--- src/sv/tbar_pkg.sv ---
// ----------------------------------------------------------------------------
// Timer bank package
// Commands, status codes, sequencer states and shared types of the timer bank.
// ----------------------------------------------------------------------------
`default_nettype none

package tbar_pkg;

  localparam logic [1:0] CMD_TICK  = 2'd0;
  localparam logic [1:0] CMD_REG   = 2'd1;
  localparam logic [1:0] CMD_REM   = 2'd2;
  localparam logic [1:0] CMD_QUERY = 2'd3;

  localparam logic [1:0] STAT_OK     = 2'd0;
  localparam logic [1:0] STAT_FULL   = 2'd1;
  localparam logic [1:0] STAT_ABSENT = 2'd2;

  localparam logic [30:0] RETIRE_RESET = 31'd655360;
  localparam logic [31:0] S32_MAX      = 32'h7fff_ffff;
  localparam logic [31:0] S32_MIN      = 32'h8000_0000;
  localparam logic [31:0] U32_MAX      = 32'hffff_ffff;

  typedef enum logic [3:0] {
    ST_IDLE,
    ST_SCAN,
    ST_TK_RD,
    ST_TK_ADD,
    ST_TK_CMP,
    ST_TK_WB,
    ST_Q_RD,
    ST_Q_CMP,
    ST_DONE
  } state_e;

  typedef struct packed {
    logic [31:0] cur;
    logic [31:0] rld;
    logic [31:0] tgt;
    logic        reloads;
    logic        down;
    logic        fired;
    logic [31:0] tpe;
  } slot_t;

  typedef struct packed {
    logic signed [33:0] add_a;
    logic signed [33:0] add_b;
    logic               sub;
    logic signed [32:0] cmp_a;
    logic signed [32:0] cmp_b;
  } alu_req_t;

  typedef struct packed {
    logic signed [33:0] sum;
    logic               lt;
    logic               eq;
  } alu_rsp_t;

endpackage

`default_nettype wire

--- src/sv/tbar_ram.sv ---
// ----------------------------------------------------------------------------
// Generic RAM
// One write port and one read port, registered read data.
// ----------------------------------------------------------------------------
`default_nettype none

module tbar_ram #(
  parameter int WIDTH = 8,
  parameter int DEPTH = 16
) (
  input  wire logic                     clk_i,
  input  wire logic                     we_i,
  input  wire logic [$clog2(DEPTH)-1:0] waddr_i,
  input  wire logic [WIDTH-1:0]         wdata_i,
  input  wire logic                     re_i,
  input  wire logic [$clog2(DEPTH)-1:0] raddr_i,
  output logic      [WIDTH-1:0]         rdata_o
);

  logic [WIDTH-1:0] mem_q [DEPTH];
  logic [WIDTH-1:0] rdata_q;

  always_ff @(posedge clk_i) begin
    if (we_i) begin
      mem_q[waddr_i] <= wdata_i;
    end
    if (re_i) begin
      rdata_q <= mem_q[raddr_i];
    end
  end

  assign rdata_o = rdata_q;

endmodule

`default_nettype wire

--- src/sv/tbar_alu.sv ---
// ----------------------------------------------------------------------------
// Timer bank shared arithmetic unit
// One wide adder/subtractor and one signed magnitude comparator.
// ----------------------------------------------------------------------------
`default_nettype none

module tbar_alu
  import tbar_pkg::*;
(
  input  wire alu_req_t req_i,
  output alu_rsp_t      rsp_o
);

  always_comb begin
    rsp_o.sum = req_i.sub ? (req_i.add_a - req_i.add_b) : (req_i.add_a + req_i.add_b);
    rsp_o.lt  = (req_i.cmp_a < req_i.cmp_b);
    rsp_o.eq  = (req_i.cmp_a == req_i.cmp_b);
  end

endmodule

`default_nettype wire

--- src/sv/timer_bank_with_auto_retire_unit.sv ---
// Tick walks every slot: a free slot is skipped in the read state, and a live slot
//   goes through read, add, compare and write-back. Register scans up to the first free slot.
// Throughput: one word at a time; a new word is taken once the previous one
//   is in the output register. Tick cost is set by the slot RAM read latency
//   and the single shared adder/comparator used three times per live slot.
// Reset: all slots free, retire time 10.0, output empty; slot RAM is not cleared.
// ----------------------------------------------------------------------------
// Timer bank with automatic retirement
// Sequencer walking a slot RAM through one shared adder and comparator.
// ----------------------------------------------------------------------------
`default_nettype none

module timer_bank_with_auto_retire_unit
  import tbar_pkg::*;
#(
  parameter int SLOTS = 16
) (
  input  wire logic          clk_i,
  input  wire logic          rst_ni,
  input  wire logic          cfg_valid_i,
  output logic               cfg_ready_o,
  input  wire logic [30:0]   cfg_data_i,      // retire_after
  input  wire logic          s_axis_tvalid,
  output logic               s_axis_tready,
  input  wire logic [103:0]  s_axis_tdata,    // delta, start_time, deadline, loop_mode, key
  input  wire logic [1:0]    s_axis_tuser,    // cmd
  output logic               m_axis_tvalid,
  input  wire logic          m_axis_tready,
  output logic [7:0]         m_axis_tdata     // slot, ended, status
);

  localparam int IW = $clog2(SLOTS);
  localparam int SW = $bits(slot_t);

  state_e state_q, state_d;

  logic [SLOTS-1:0] live_q;
  logic [IW-1:0]    idx_q;
  logic [30:0]      retire_q;

  logic [1:0]  cmd_q;
  logic [30:0] delta_q;
  logic [31:0] start_q;
  logic [31:0] dl_q;
  logic        loop_q;
  logic [3:0]  key_q;

  logic [31:0] v_q;
  logic        reach_q;
  logic [31:0] tpe_new_q;

  logic [3:0]  res_slot_q;
  logic        res_ended_q;
  logic [1:0]  res_status_q;

  logic        m_valid_q;
  logic [7:0]  m_data_q;

  logic          in_acc;
  logic [3:0]    in_key;
  logic          in_key_ok;
  logic          key_ok;
  logic [IW-1:0] key_idx;
  logic          idx_last;
  logic          out_free;
  logic          out_load;

  logic          ram_we;
  logic          ram_re;
  logic [IW-1:0] ram_raddr;
  slot_t         ram_wdata;
  logic [SW-1:0] ram_rdata;
  slot_t         rd;

  alu_req_t alu_req;
  alu_rsp_t alu_rsp;
  logic     reach;
  logic     retire;
  logic [31:0] v_sat;
  logic [31:0] tpe_sat;

  assign in_acc      = s_axis_tvalid && s_axis_tready;
  assign in_key      = s_axis_tdata[99:96];
  assign in_key_ok   = (32'(in_key) < 32'(SLOTS));
  assign key_ok      = (32'(key_q) < 32'(SLOTS));
  assign key_idx     = IW'(key_q);
  assign idx_last    = (idx_q == IW'(SLOTS - 1));
  assign out_free    = !m_valid_q || m_axis_tready;
  assign out_load    = (state_q == ST_DONE) && out_free;
  assign rd          = slot_t'(ram_rdata);
  assign reach       = rd.down ? (alu_rsp.lt || alu_rsp.eq) : !alu_rsp.lt;
  assign retire      = !rd.reloads && reach_q && alu_rsp.lt;

  assign cfg_ready_o   = 1'b1;
  assign s_axis_tready = (state_q == ST_IDLE);
  assign m_axis_tvalid = m_valid_q;
  assign m_axis_tdata  = m_data_q;

  always_comb begin
    if (alu_rsp.sum[33:31] != {3{alu_rsp.sum[33]}}) begin
      v_sat = alu_rsp.sum[33] ? S32_MIN : S32_MAX;
    end else begin
      v_sat = alu_rsp.sum[31:0];
    end
    tpe_sat = (alu_rsp.sum[33:32] != 2'b00) ? U32_MAX : alu_rsp.sum[31:0];
  end

  tbar_alu u_alu (
    .req_i (alu_req),
    .rsp_o (alu_rsp)
  );

  tbar_ram #(
    .WIDTH (SW),
    .DEPTH (SLOTS)
  ) u_ram (
    .clk_i   (clk_i),
    .we_i    (ram_we),
    .waddr_i (idx_q),
    .wdata_i (ram_wdata),
    .re_i    (ram_re),
    .raddr_i (ram_raddr),
    .rdata_o (ram_rdata)
  );

  always_comb begin
    state_d = state_q;
    case (state_q)
      ST_IDLE: begin
        if (in_acc) begin
          case (s_axis_tuser)
            CMD_TICK: state_d = ST_TK_RD;
            CMD_REG:  state_d = ST_SCAN;
            CMD_REM:  state_d = ST_DONE;
            default:  state_d = ST_Q_RD;
          endcase
        end
      end
      ST_SCAN: begin
        if (!live_q[idx_q] || idx_last) state_d = ST_DONE;
      end
      ST_TK_RD: begin
        if (live_q[idx_q]) begin
          state_d = ST_TK_ADD;
        end else if (idx_last) begin
          state_d = ST_DONE;
        end
      end
      ST_TK_ADD: state_d = ST_TK_CMP;
      ST_TK_CMP: state_d = ST_TK_WB;
      ST_TK_WB:  state_d = idx_last ? ST_DONE : ST_TK_RD;
      ST_Q_RD:   state_d = (key_ok && live_q[key_idx]) ? ST_Q_CMP : ST_DONE;
      ST_Q_CMP:  state_d = ST_DONE;
      ST_DONE: begin
        if (out_free) state_d = ST_IDLE;
      end
      default:   state_d = ST_IDLE;
    endcase
  end

  always_comb begin
    ram_re    = 1'b0;
    ram_raddr = idx_q;
    ram_we    = 1'b0;
    ram_wdata = rd;
    alu_req   = '0;
    case (state_q)
      ST_SCAN: begin
        alu_req.cmp_a       = {dl_q[31], dl_q};
        alu_req.cmp_b       = {start_q[31], start_q};
        ram_we              = !live_q[idx_q];
        ram_wdata.cur       = start_q;
        ram_wdata.rld       = start_q;
        ram_wdata.tgt       = dl_q;
        ram_wdata.reloads   = loop_q;
        ram_wdata.down      = alu_rsp.lt;
        ram_wdata.fired     = 1'b0;
        ram_wdata.tpe       = '0;
      end
      ST_TK_RD: begin
        ram_re = live_q[idx_q];
      end
      ST_TK_ADD: begin
        alu_req.add_a = {{2{rd.cur[31]}}, rd.cur};
        alu_req.add_b = {3'b000, delta_q};
        alu_req.sub   = rd.down;
      end
      ST_TK_CMP: begin
        alu_req.cmp_a = {v_q[31], v_q};
        alu_req.cmp_b = {rd.tgt[31], rd.tgt};
        alu_req.add_a = {2'b00, rd.tpe};
        alu_req.add_b = {3'b000, delta_q};
      end
      ST_TK_WB: begin
        alu_req.cmp_a   = {2'b00, retire_q};
        alu_req.cmp_b   = {1'b0, tpe_new_q};
        ram_we          = 1'b1;
        ram_wdata.cur   = (rd.reloads && reach_q) ? rd.rld : v_q;
        ram_wdata.fired = rd.reloads && reach_q;
        ram_wdata.tpe   = (!rd.reloads && reach_q) ? tpe_new_q : rd.tpe;
      end
      ST_Q_RD: begin
        ram_re    = 1'b1;
        ram_raddr = key_idx;
      end
      ST_Q_CMP: begin
        alu_req.cmp_a = {rd.cur[31], rd.cur};
        alu_req.cmp_b = {rd.tgt[31], rd.tgt};
      end
      default: begin
        ram_re = 1'b0;
      end
    endcase
  end

  always_ff @(posedge clk_i or negedge rst_ni) begin
    if (!rst_ni) begin
      state_q   <= ST_IDLE;
      live_q    <= '0;
      retire_q  <= RETIRE_RESET;
      m_valid_q <= 1'b0;
    end else begin
      state_q <= state_d;
      if (cfg_valid_i) begin
        retire_q <= cfg_data_i;
      end
      if (in_acc && s_axis_tuser == CMD_REM && in_key_ok) begin
        live_q[IW'(in_key)] <= 1'b0;
      end
      if (state_q == ST_SCAN && !live_q[idx_q]) begin
        live_q[idx_q] <= 1'b1;
      end
      if (state_q == ST_TK_WB && retire) begin
        live_q[idx_q] <= 1'b0;
      end
      if (out_load) begin
        m_valid_q <= 1'b1;
      end else if (m_axis_tready) begin
        m_valid_q <= 1'b0;
      end
    end
  end

  always_ff @(posedge clk_i) begin
    if (in_acc) begin
      cmd_q        <= s_axis_tuser;
      delta_q      <= s_axis_tdata[30:0];
      start_q      <= s_axis_tdata[62:31];
      dl_q         <= s_axis_tdata[94:63];
      loop_q       <= s_axis_tdata[95];
      key_q        <= in_key;
      idx_q        <= '0;
      res_slot_q   <= in_key;
      res_ended_q  <= 1'b0;
      res_status_q <= STAT_OK;
    end
    case (state_q)
      ST_SCAN: begin
        if (!live_q[idx_q]) begin
          res_slot_q <= 4'(idx_q);
        end else if (idx_last) begin
          res_status_q <= STAT_FULL;
        end else begin
          idx_q <= idx_q + 1'b1;
        end
      end
      ST_TK_RD: begin
        if (!live_q[idx_q] && !idx_last) idx_q <= idx_q + 1'b1;
      end
      ST_TK_ADD: v_q <= v_sat;
      ST_TK_CMP: begin
        reach_q   <= reach;
        tpe_new_q <= tpe_sat;
      end
      ST_TK_WB: begin
        if (!idx_last) idx_q <= idx_q + 1'b1;
      end
      ST_Q_RD: begin
        if (!(key_ok && live_q[key_idx])) begin
          res_ended_q  <= 1'b1;
          res_status_q <= STAT_ABSENT;
        end
      end
      ST_Q_CMP: res_ended_q <= rd.reloads ? rd.fired : reach;
      default: begin
        if (out_load) m_data_q <= {1'b0, res_status_q, res_ended_q, res_slot_q};
      end
    endcase
  end

`ifndef SYNTH
  a_live_hold: assert property (@(posedge clk_i) disable iff (!rst_ni)
    (state_q == ST_IDLE && !in_acc) |=> $stable(live_q))
    else $error("live bits changed while idle");

  a_ram_we_src: assert property (@(posedge clk_i) disable iff (!rst_ni)
    ram_we |-> (state_q == ST_TK_WB || state_q == ST_SCAN))
    else $error("slot RAM written outside allocate or write-back");

  a_full_all_live: assert property (@(posedge clk_i) disable iff (!rst_ni)
    (out_load && res_status_q == STAT_FULL) |-> (&live_q))
    else $error("table full reported with a free slot");

  a_add_after_rd: assert property (@(posedge clk_i) disable iff (!rst_ni)
    (state_q == ST_TK_ADD) |-> ($past(state_q) == ST_TK_RD))
    else $error("tick add without a preceding slot read");

  a_full_only_reg: assert property (@(posedge clk_i) disable iff (!rst_ni)
    (out_load && res_status_q == STAT_FULL) |-> (cmd_q == CMD_REG))
    else $error("table full status on a non-register word");
`endif

endmodule

`default_nettype wire
--- config.mk ---
export PLATFORM = sky130hd
export DESIGN_NAME = timer_bank_with_auto_retire_unit
export DESIGN_NICKNAME = d
export VERILOG_FILES = /design/src/sv/tbar_pkg.sv /design/src/sv/tbar_ram.sv /design/src/sv/tbar_alu.sv /design/src/sv/timer_bank_with_auto_retire_unit.sv
export SDC_FILE = /design/constraint.sdc
export NUM_CORES = 2
export LEC_CHECK = 0
export ABC_AREA = 1
export BUFFER_PORTS_ARGS = -buffer_cell sky130_fd_sc_hd__buf_2
export CORE_MARGIN = 2
export CORE_UTILIZATION = 50
export CTS_CLUSTER_SIZE = 20
export DETAILED_ROUTE_END_ITERATION = 8
export PLACE_DENSITY = 0.67
export SYNTH_ARGS = -nofsm -noshare
export SYNTH_HDL_FRONTEND = slang
export SYNTH_SLANG_ARGS = --single-unit
--- constraint.sdc ---
create_clock -name clk_i -period 10.85 [get_ports clk_i]
set_input_delay 0.5425 -clock clk_i [delete_from_list [all_inputs] [get_ports clk_i]]
set_output_delay 0.5425 -clock clk_i [all_outputs]
set_load 0.1 [all_outputs]
Yosys cells after proc, flatten, opt, wreduce, memory -nomap -nowiden:

Memories as Yosys holds them, arrays and structs flattened. A register that Yosys moved wholly into a read port is not among the register bits.
Cells that the tools add are included.

* bits in registers: 235
* bits in writable memories: 2096
* input bits: 142
* memories kept: 1

Memories
* u_ram.mem_q: depth 16, width 131, rd ports 1, clocked after Yosys merged registers in 1, write ports 1, RTL line tbar_ram.sv:20 `logic [WIDTH-1:0] mem_q [DEPTH];`

* add/subtract/negate cells: 3
* $lt $le $gt $ge: 6
* equal/unequal tests: 17
* multiplexer cells: 56
* bitwise operators: 6
* reductions and logical operators: 26

Operators with widths (count)
* $pmux W66 S4: 1
* $pmux W68 S2: 1
* $mux W32: 4
* $mux W66: 1
* $pmux W33 S2: 1
* $pmux W32 S2: 1
* $mux W4: 15
* $mux W16: 3
* $pmux W4 S9: 1
* $add A34 B34 Y34: 1
* $mux W34: 1
* $sub A34 B34 Y34: 1
* $eq A33 B33 Y1: 1
* $lt A33 B33 Y1: 1
* $and A16 B16 Y16: 2
* $not A16 Y16: 2
* $pmux W4 S3: 2
* $eq A4 B3 Y1 const B: 4
* $or A16 B16 Y16: 1
* $lt A4 B5 Y1 const B: 3
* $mux W1: 13
* $logic_and A1 B1 Y1: 11
* $bmux W1 S4: 2
* $demux W1 S4: 2
* other kinds (23): 39

Depth between registers and ports, before layout:

* depth after elaboration: 11
* mapped depth: 35
* depth with buffers taken out: 33

Cells and area by module:

From an unflattened synthesis, not the netlist that was laid out.

* cell total of the unflattened synthesis: 10359
* area, all modules: 108436.5 sq um

By module, submodules not included
* tbar_ram: instances 1, cells each 7979, area each 91183.7 sq um, seq. area each 66874.1 sq um
* timer_bank_with_auto_retire_unit: instances 1, cells each 1541, area each 12904.9 sq um, seq. area each 6688.9 sq um
* tbar_alu: instances 1, cells each 839, area each 4347.9 sq um, seq. area each 0.0 sq um

Worst setup path before layout:

OpenSTA, ideal clock, no wires.

* path type: register to register
* start point: reg idx_q[0]
* end point: reg u_ram.rdata_q[0], in the netlist u_ram.rdata_o[0], read port of u_ram.mem_q (enable)
* setup time: 802 ps
* arrival time: 10454 ps
* path slack: -407 ps
* cell stages (with the launch flop): 10
* path buffers: 1
* path through: dfxtp_1 > clkbuf_1 > nor2_1 > a21oi_1 > o21ai_0 > nand2_1 > nand2_1 > nor2_1 > inv_1 > o21ai_0

* longest elaborated chain between the ends: 3
* elaborated cells on any way between the ends: 4
* those cells by class: 4 x mux

Ends and longest elaborated chain
* start: declaration: RTL line timer_bank_with_auto_retire_unit.sv:38 `logic [IW-1:0] idx_q;`
* start signal: assignment: RTL line timer_bank_with_auto_retire_unit.sv:264 `idx_q <= idx_q + 1'b1;`
* start signal: assignment: RTL line timer_bank_with_auto_retire_unit.sv:268 `if (!live_q[idx_q] && !idx_last) idx_q <= idx_q + 1'b1;`
* start signal: assignment: RTL line timer_bank_with_auto_retire_unit.sv:276 `if (!idx_last) idx_q <= idx_q + 1'b1;`
* $bmux W1 S4: RTL line timer_bank_with_auto_retire_unit.sv:181 `ram_re = live_q[idx_q];`
* $mux W1 (implied by the code): RTL line timer_bank_with_auto_retire_unit.sv:181
* $pmux W1 S2: RTL line timer_bank_with_auto_retire_unit.sv:167 `case (state_q)`
* named net ram_re: RTL line timer_bank_with_auto_retire_unit.sv:69 `logic ram_re;`
* end: declaration: RTL line tbar_ram.sv:21 `logic [WIDTH-1:0] rdata_q;`

The timed path passes the listed nets, and every way through them passes these cells. The select of a mux whose other input is x is not followed.
A chain may end at the register's enable or synchronous reset.

Worst setup path in the final report:

* start point: reg state_q[2]
* end point: reg v_q[3] (data pin)

* longest elaborated chain between the ends: 6
* elaborated cells on any way between the ends: 10
* those cells by class: 2 x add/sub; 3 x eq/ne; 5 x mux

Ends and longest elaborated chain
* start: declaration: RTL line timer_bank_with_auto_retire_unit.sv:35 `state_e state_q, state_d;`
* start signal: assignment: RTL line timer_bank_with_auto_retire_unit.sv:223 `state_q <= state_d;`
* $eq A4 B3 Y1 or $eq A4 B2 Y1 (tied branches): RTL line timer_bank_with_auto_retire_unit.sv:167
* $pmux W68 S2: RTL line timer_bank_with_auto_retire_unit.sv:167
* $add A34 B34 Y34 or $sub A34 B34 Y34 (tied branches): RTL line tbar_alu.sv:15 `rsp_o.sum = req_i.sub ? (req_i.add_a - req_i.add_b) : (req_i.add_a + req_i.add_b);`
* $mux W34 *: RTL line tbar_alu.sv:15
* $ne A2 B2 Y1 or $mux W32 (tied branches): RTL line timer_bank_with_auto_retire_unit.sv:100, timer_bank_with_auto_retire_unit.sv:101
* $mux W32 *: RTL line timer_bank_with_auto_retire_unit.sv:100 `if (alu_rsp.sum[33:31] != {3{alu_rsp.sum[33]}}) begin`
* named net v_sat[3]: RTL line timer_bank_with_auto_retire_unit.sv:79 `logic [31:0] v_sat;`
* end signal: assignment: RTL line timer_bank_with_auto_retire_unit.sv:270 `ST_TK_ADD: v_q <= v_sat;`
* end: declaration: RTL line timer_bank_with_auto_retire_unit.sv:48 `logic [31:0] v_q;`

Mark *: on every way through the listed nets, which the timed path passes. The rest lies on a longest branch.

==> impl_metrics.toml <==
[run_status]
status = "finished clean"

[setup_path]
critPathLaunchType = "register"
slowest_delay_ns = 0.66
critPathArrivalTime_ns = 7.00
critPathMaxFanout = 20
ff2ff_setup_slack_ns = 4.47
r2r_cells = 21
cp_num_cells = 21
path_delay_family = "simple AND/OR/NAND/NOR gates"
r2r_end = "v_q[3]"
worstSetupPathType = "register to register"
cp-startpoint = "state_q[2]"
cp.required_ns = 11.47
path_common_cell = "nand2_1"
cp_cell_sequence = "nor2_2 -> nand2_4 -> nor2_2 -> inv_1 -> o21ai_0 -> inv_1 -> fa_1 -> o21ai_0 -> nand3_1 -> nand3_1 -> nand2_1 -> nand2_1 -> nand2_1 -> nand2_1 -> nand2_1 -> nand2_1 -> xor2_1 -> ha_1 -> o21ai_2 -> buf_4 -> nand2_1"
cp_num_buf_inv = 3
endpoint_kind = "register"
cp_slowest_cell = "o21ai_2"
rr_startpoint = "state_q[2]"

[power]
clock_power_share = 0.244
cellLeakagePower_nw = 37.8
swShare = 0.388
power_per_cell_area_nw_per_um2 = 294
pwr-share-comb = 0.361
p_seq_frac = 0.395
vdd_drop_max_mv = 0.472
p_int_mw = 20.3
p_sw_mw = 12.9

[clock_network]
cts_resized = 0
htree_levels = 4
clock_sinks = 2462
clock_latency_ns = 0.92
clk_pin_slew_ns = 0.07
cts_root_buf = "clkbuf_16"
cts_tree = "done"
clockBufferDepth = 3
cts_buffers = 235

[sta]
fin_crit_sh = 0.588
finalHoldViolCount = 0
worst_pin_slew_ns = 1.35
fin_skew_ns = 0.0665
finalSetupTns_ns = 0
min_period_ns = 6.38
whs_ns = 0.0661
slew_viol_final = 0
max_freq_ghz = 0.157
finalSetupViolations = 0
relSlewSlack = 0.0938
rsz0062_at_grt = "no"

[flow_run]
cap_violations = 0

[floorplan]
die_w_microns = 452
row_count = 164
die_area_sq_um = 205000
initial_utilization = 0.503
die_h_microns = 452
core_area_sq_um = 200000
ios = 153

[place]
io_buffers = 146
dp_hpwl_microns = 162000
gp_congestion = 0.955

[route]
drt_wl_total_microns = 308000
drc = 0
via_per_inst = 6.29
drtIter0Drc = 10900
postRouteAntennaNets = 0
first_pass_iters = 8
wl_per_cell_microns = 28.0
vias = 69100

[global_route]
antenna_found_initial = 5
grt_overflow = 0
grt_use_total = 0.294
grt_pass1_wl_microns = 440000
grt_max_degree = 212
grt_pass1_vias = 64800

[synthesis]
async_flop_share = 0.0211
synth_top_area_cell = "edfxtp_1"
yosysSeqAreaShare = 0.732
synth_edf_count = 2399
synth_area_leaders = "edfxtp_1 (72%), o21ai_0 (7.0%), nor2_1 (5.4%), o22ai_1 (4.1%), nand2_1 (2.2%)"
netlist-cell-type-count = 56
ys.flop_type = "edfxtp_1"
ys_ff_latch = 2462
syn_area_per_cell_sq_um = 12.5
synth-warning-count = 0
synthCells = 8018
syn_nets = 8237
netlist.area_leader.share = 0.716
netlist_area_sq_um = 101000

[hold_path]
hp-class = "input port to register"
hold_end = "retire_q[15]"
min_from = "cfg_data_i[15]"
hold_depth = 2

[layout]
fillers = 15900
syn2layout_area_growth_pct = 12.0
final_common_cell = "edfxtp_1"
layout-drive-gt1-share = 0.0869
final_nets = 8345
final_cell_mix = "edfxtp_1 (2399), nor2_1 (1413), o21ai_0 (1393)"
[through the flow]
step	setup WS [ns]	instance area (sq um)	utilization	power (mW)	cells
after floorplan	3.13	101000	-	21.1	8018
after global placement	4.70	104000	0.520	24.6	10400
after detailed placement	4.60	104000	0.520	24.9	10400
after CTS	4.55	113000	0.564	32.9	11000
after global routing	4.09	113000	0.564	34.6	11000
final	4.47	113000	0.564	33.2	11000
[layout make-up]
type	instances	area, sq um	area share
flip-flops and latches	2462	73600	0.653
clock inverters	147	1400	0.0124
inverters	260	1010	0.00897
multi-input cells	4774	24100	0.214
diodes	3	7.51	0.0000666
repair buffers	393	3150	0.0279
well taps	2656	3320	0.0295
clock buffers	288	6120	0.0543
[kinds of logic after synthesis]
| logic type | synth area share |
|---|---|
| flip-flops | 0.732 |
| AO/OA/AOI/OAI | 0.134 |
| AND/OR/NAND/NOR | 0.0861 |
| buffers and inverters | 0.0310 |
| adder cells (fa/ha/maj) | 0.00966 |
| XOR/XNOR | 0.00505 |
| multiplexers | 0.00246 |
| other | 0.0000747 |
[registers in the layout, indices dropped and copies added (netlist names)]
name,count
key_idx,4
tpe_new_q,32
u_ram.rdata_o,131
retire_q,31
m_axis_tdata,7
idx_q,4
start_q,32
res_slot_q,4
reach_q,1
live_q,16
delta_q,31
res_ended_q,1
u_ram.mem_q,2096
v_q,32
res_status_q,2
loop_q,1
dl_q,32
m_axis_tvalid,1
state_q,4
[synthesized netlist by cell type (28+ instances only)]
library cell     n
o22ai_1        661
nand3_1         93
ha_1            76
inv_1          245
o21ai_1         59
dfrtp_1         50
buf_2           79
edfxtp_1      2399
xor2_1          37
a21oi_1        119
o21ai_0       1397
o2111ai_1       28
nor2_1        1434
nand2_1        597
o221ai_1        70
clkbuf_1       425
[timing repair]
| action | CTS | global route |
|---|---|---|
| setup buffers | 0 | 0 |
| hold endpoints to repair | 147 | 0 |
| hold buffers | 128 | 0 |
[power groups by stage]
stage	Sequential [mW]	Combinational, mW	Clock (mW)
final	13.1	12.0	8.08
after global routing	13.1	13.0	8.50
after CTS	13.1	11.7	8.12
after detailed placement	13.3	11.7	0
after global placement	13.3	11.4	0
after floorplan	13.2	7.97	0
[worst register-to-register path: cells and delay by family (launching register included)]
family	cells	cell delay (ns)
AND/OR/NAND/NOR	12	1.93
XOR/XNOR	1	0.20
buffers and inverters	3	1.08
adder cells (fa/ha/maj)	2	0.72
AO/OA/AOI/OAI	3	1.69
flip-flops	1	0.49
[worst max path at each step]
stage / to
2_1_floorplan: u_ram.rdata_o[0]
3_3_place_gp: v_q[25]
3_5_place_dp: v_q[3]
4_1_cts: v_q[3]
5_1_grt: v_q[23]
6_report: v_q[3]
[per-layer routing]
metal	GRT usage	vias to the layer above	routed length, microns	share of wire
met1	0.399	34100	115000	0.37
met2	0.452	4372	140000	0.46
met4	0.152	4	17300	0.056
met5	0	-	27	0.000088
met3	0.0589	757	35200	0.11
li1	-	29800	-	-
No activity file was read; power rests on OpenSTA's default activity.
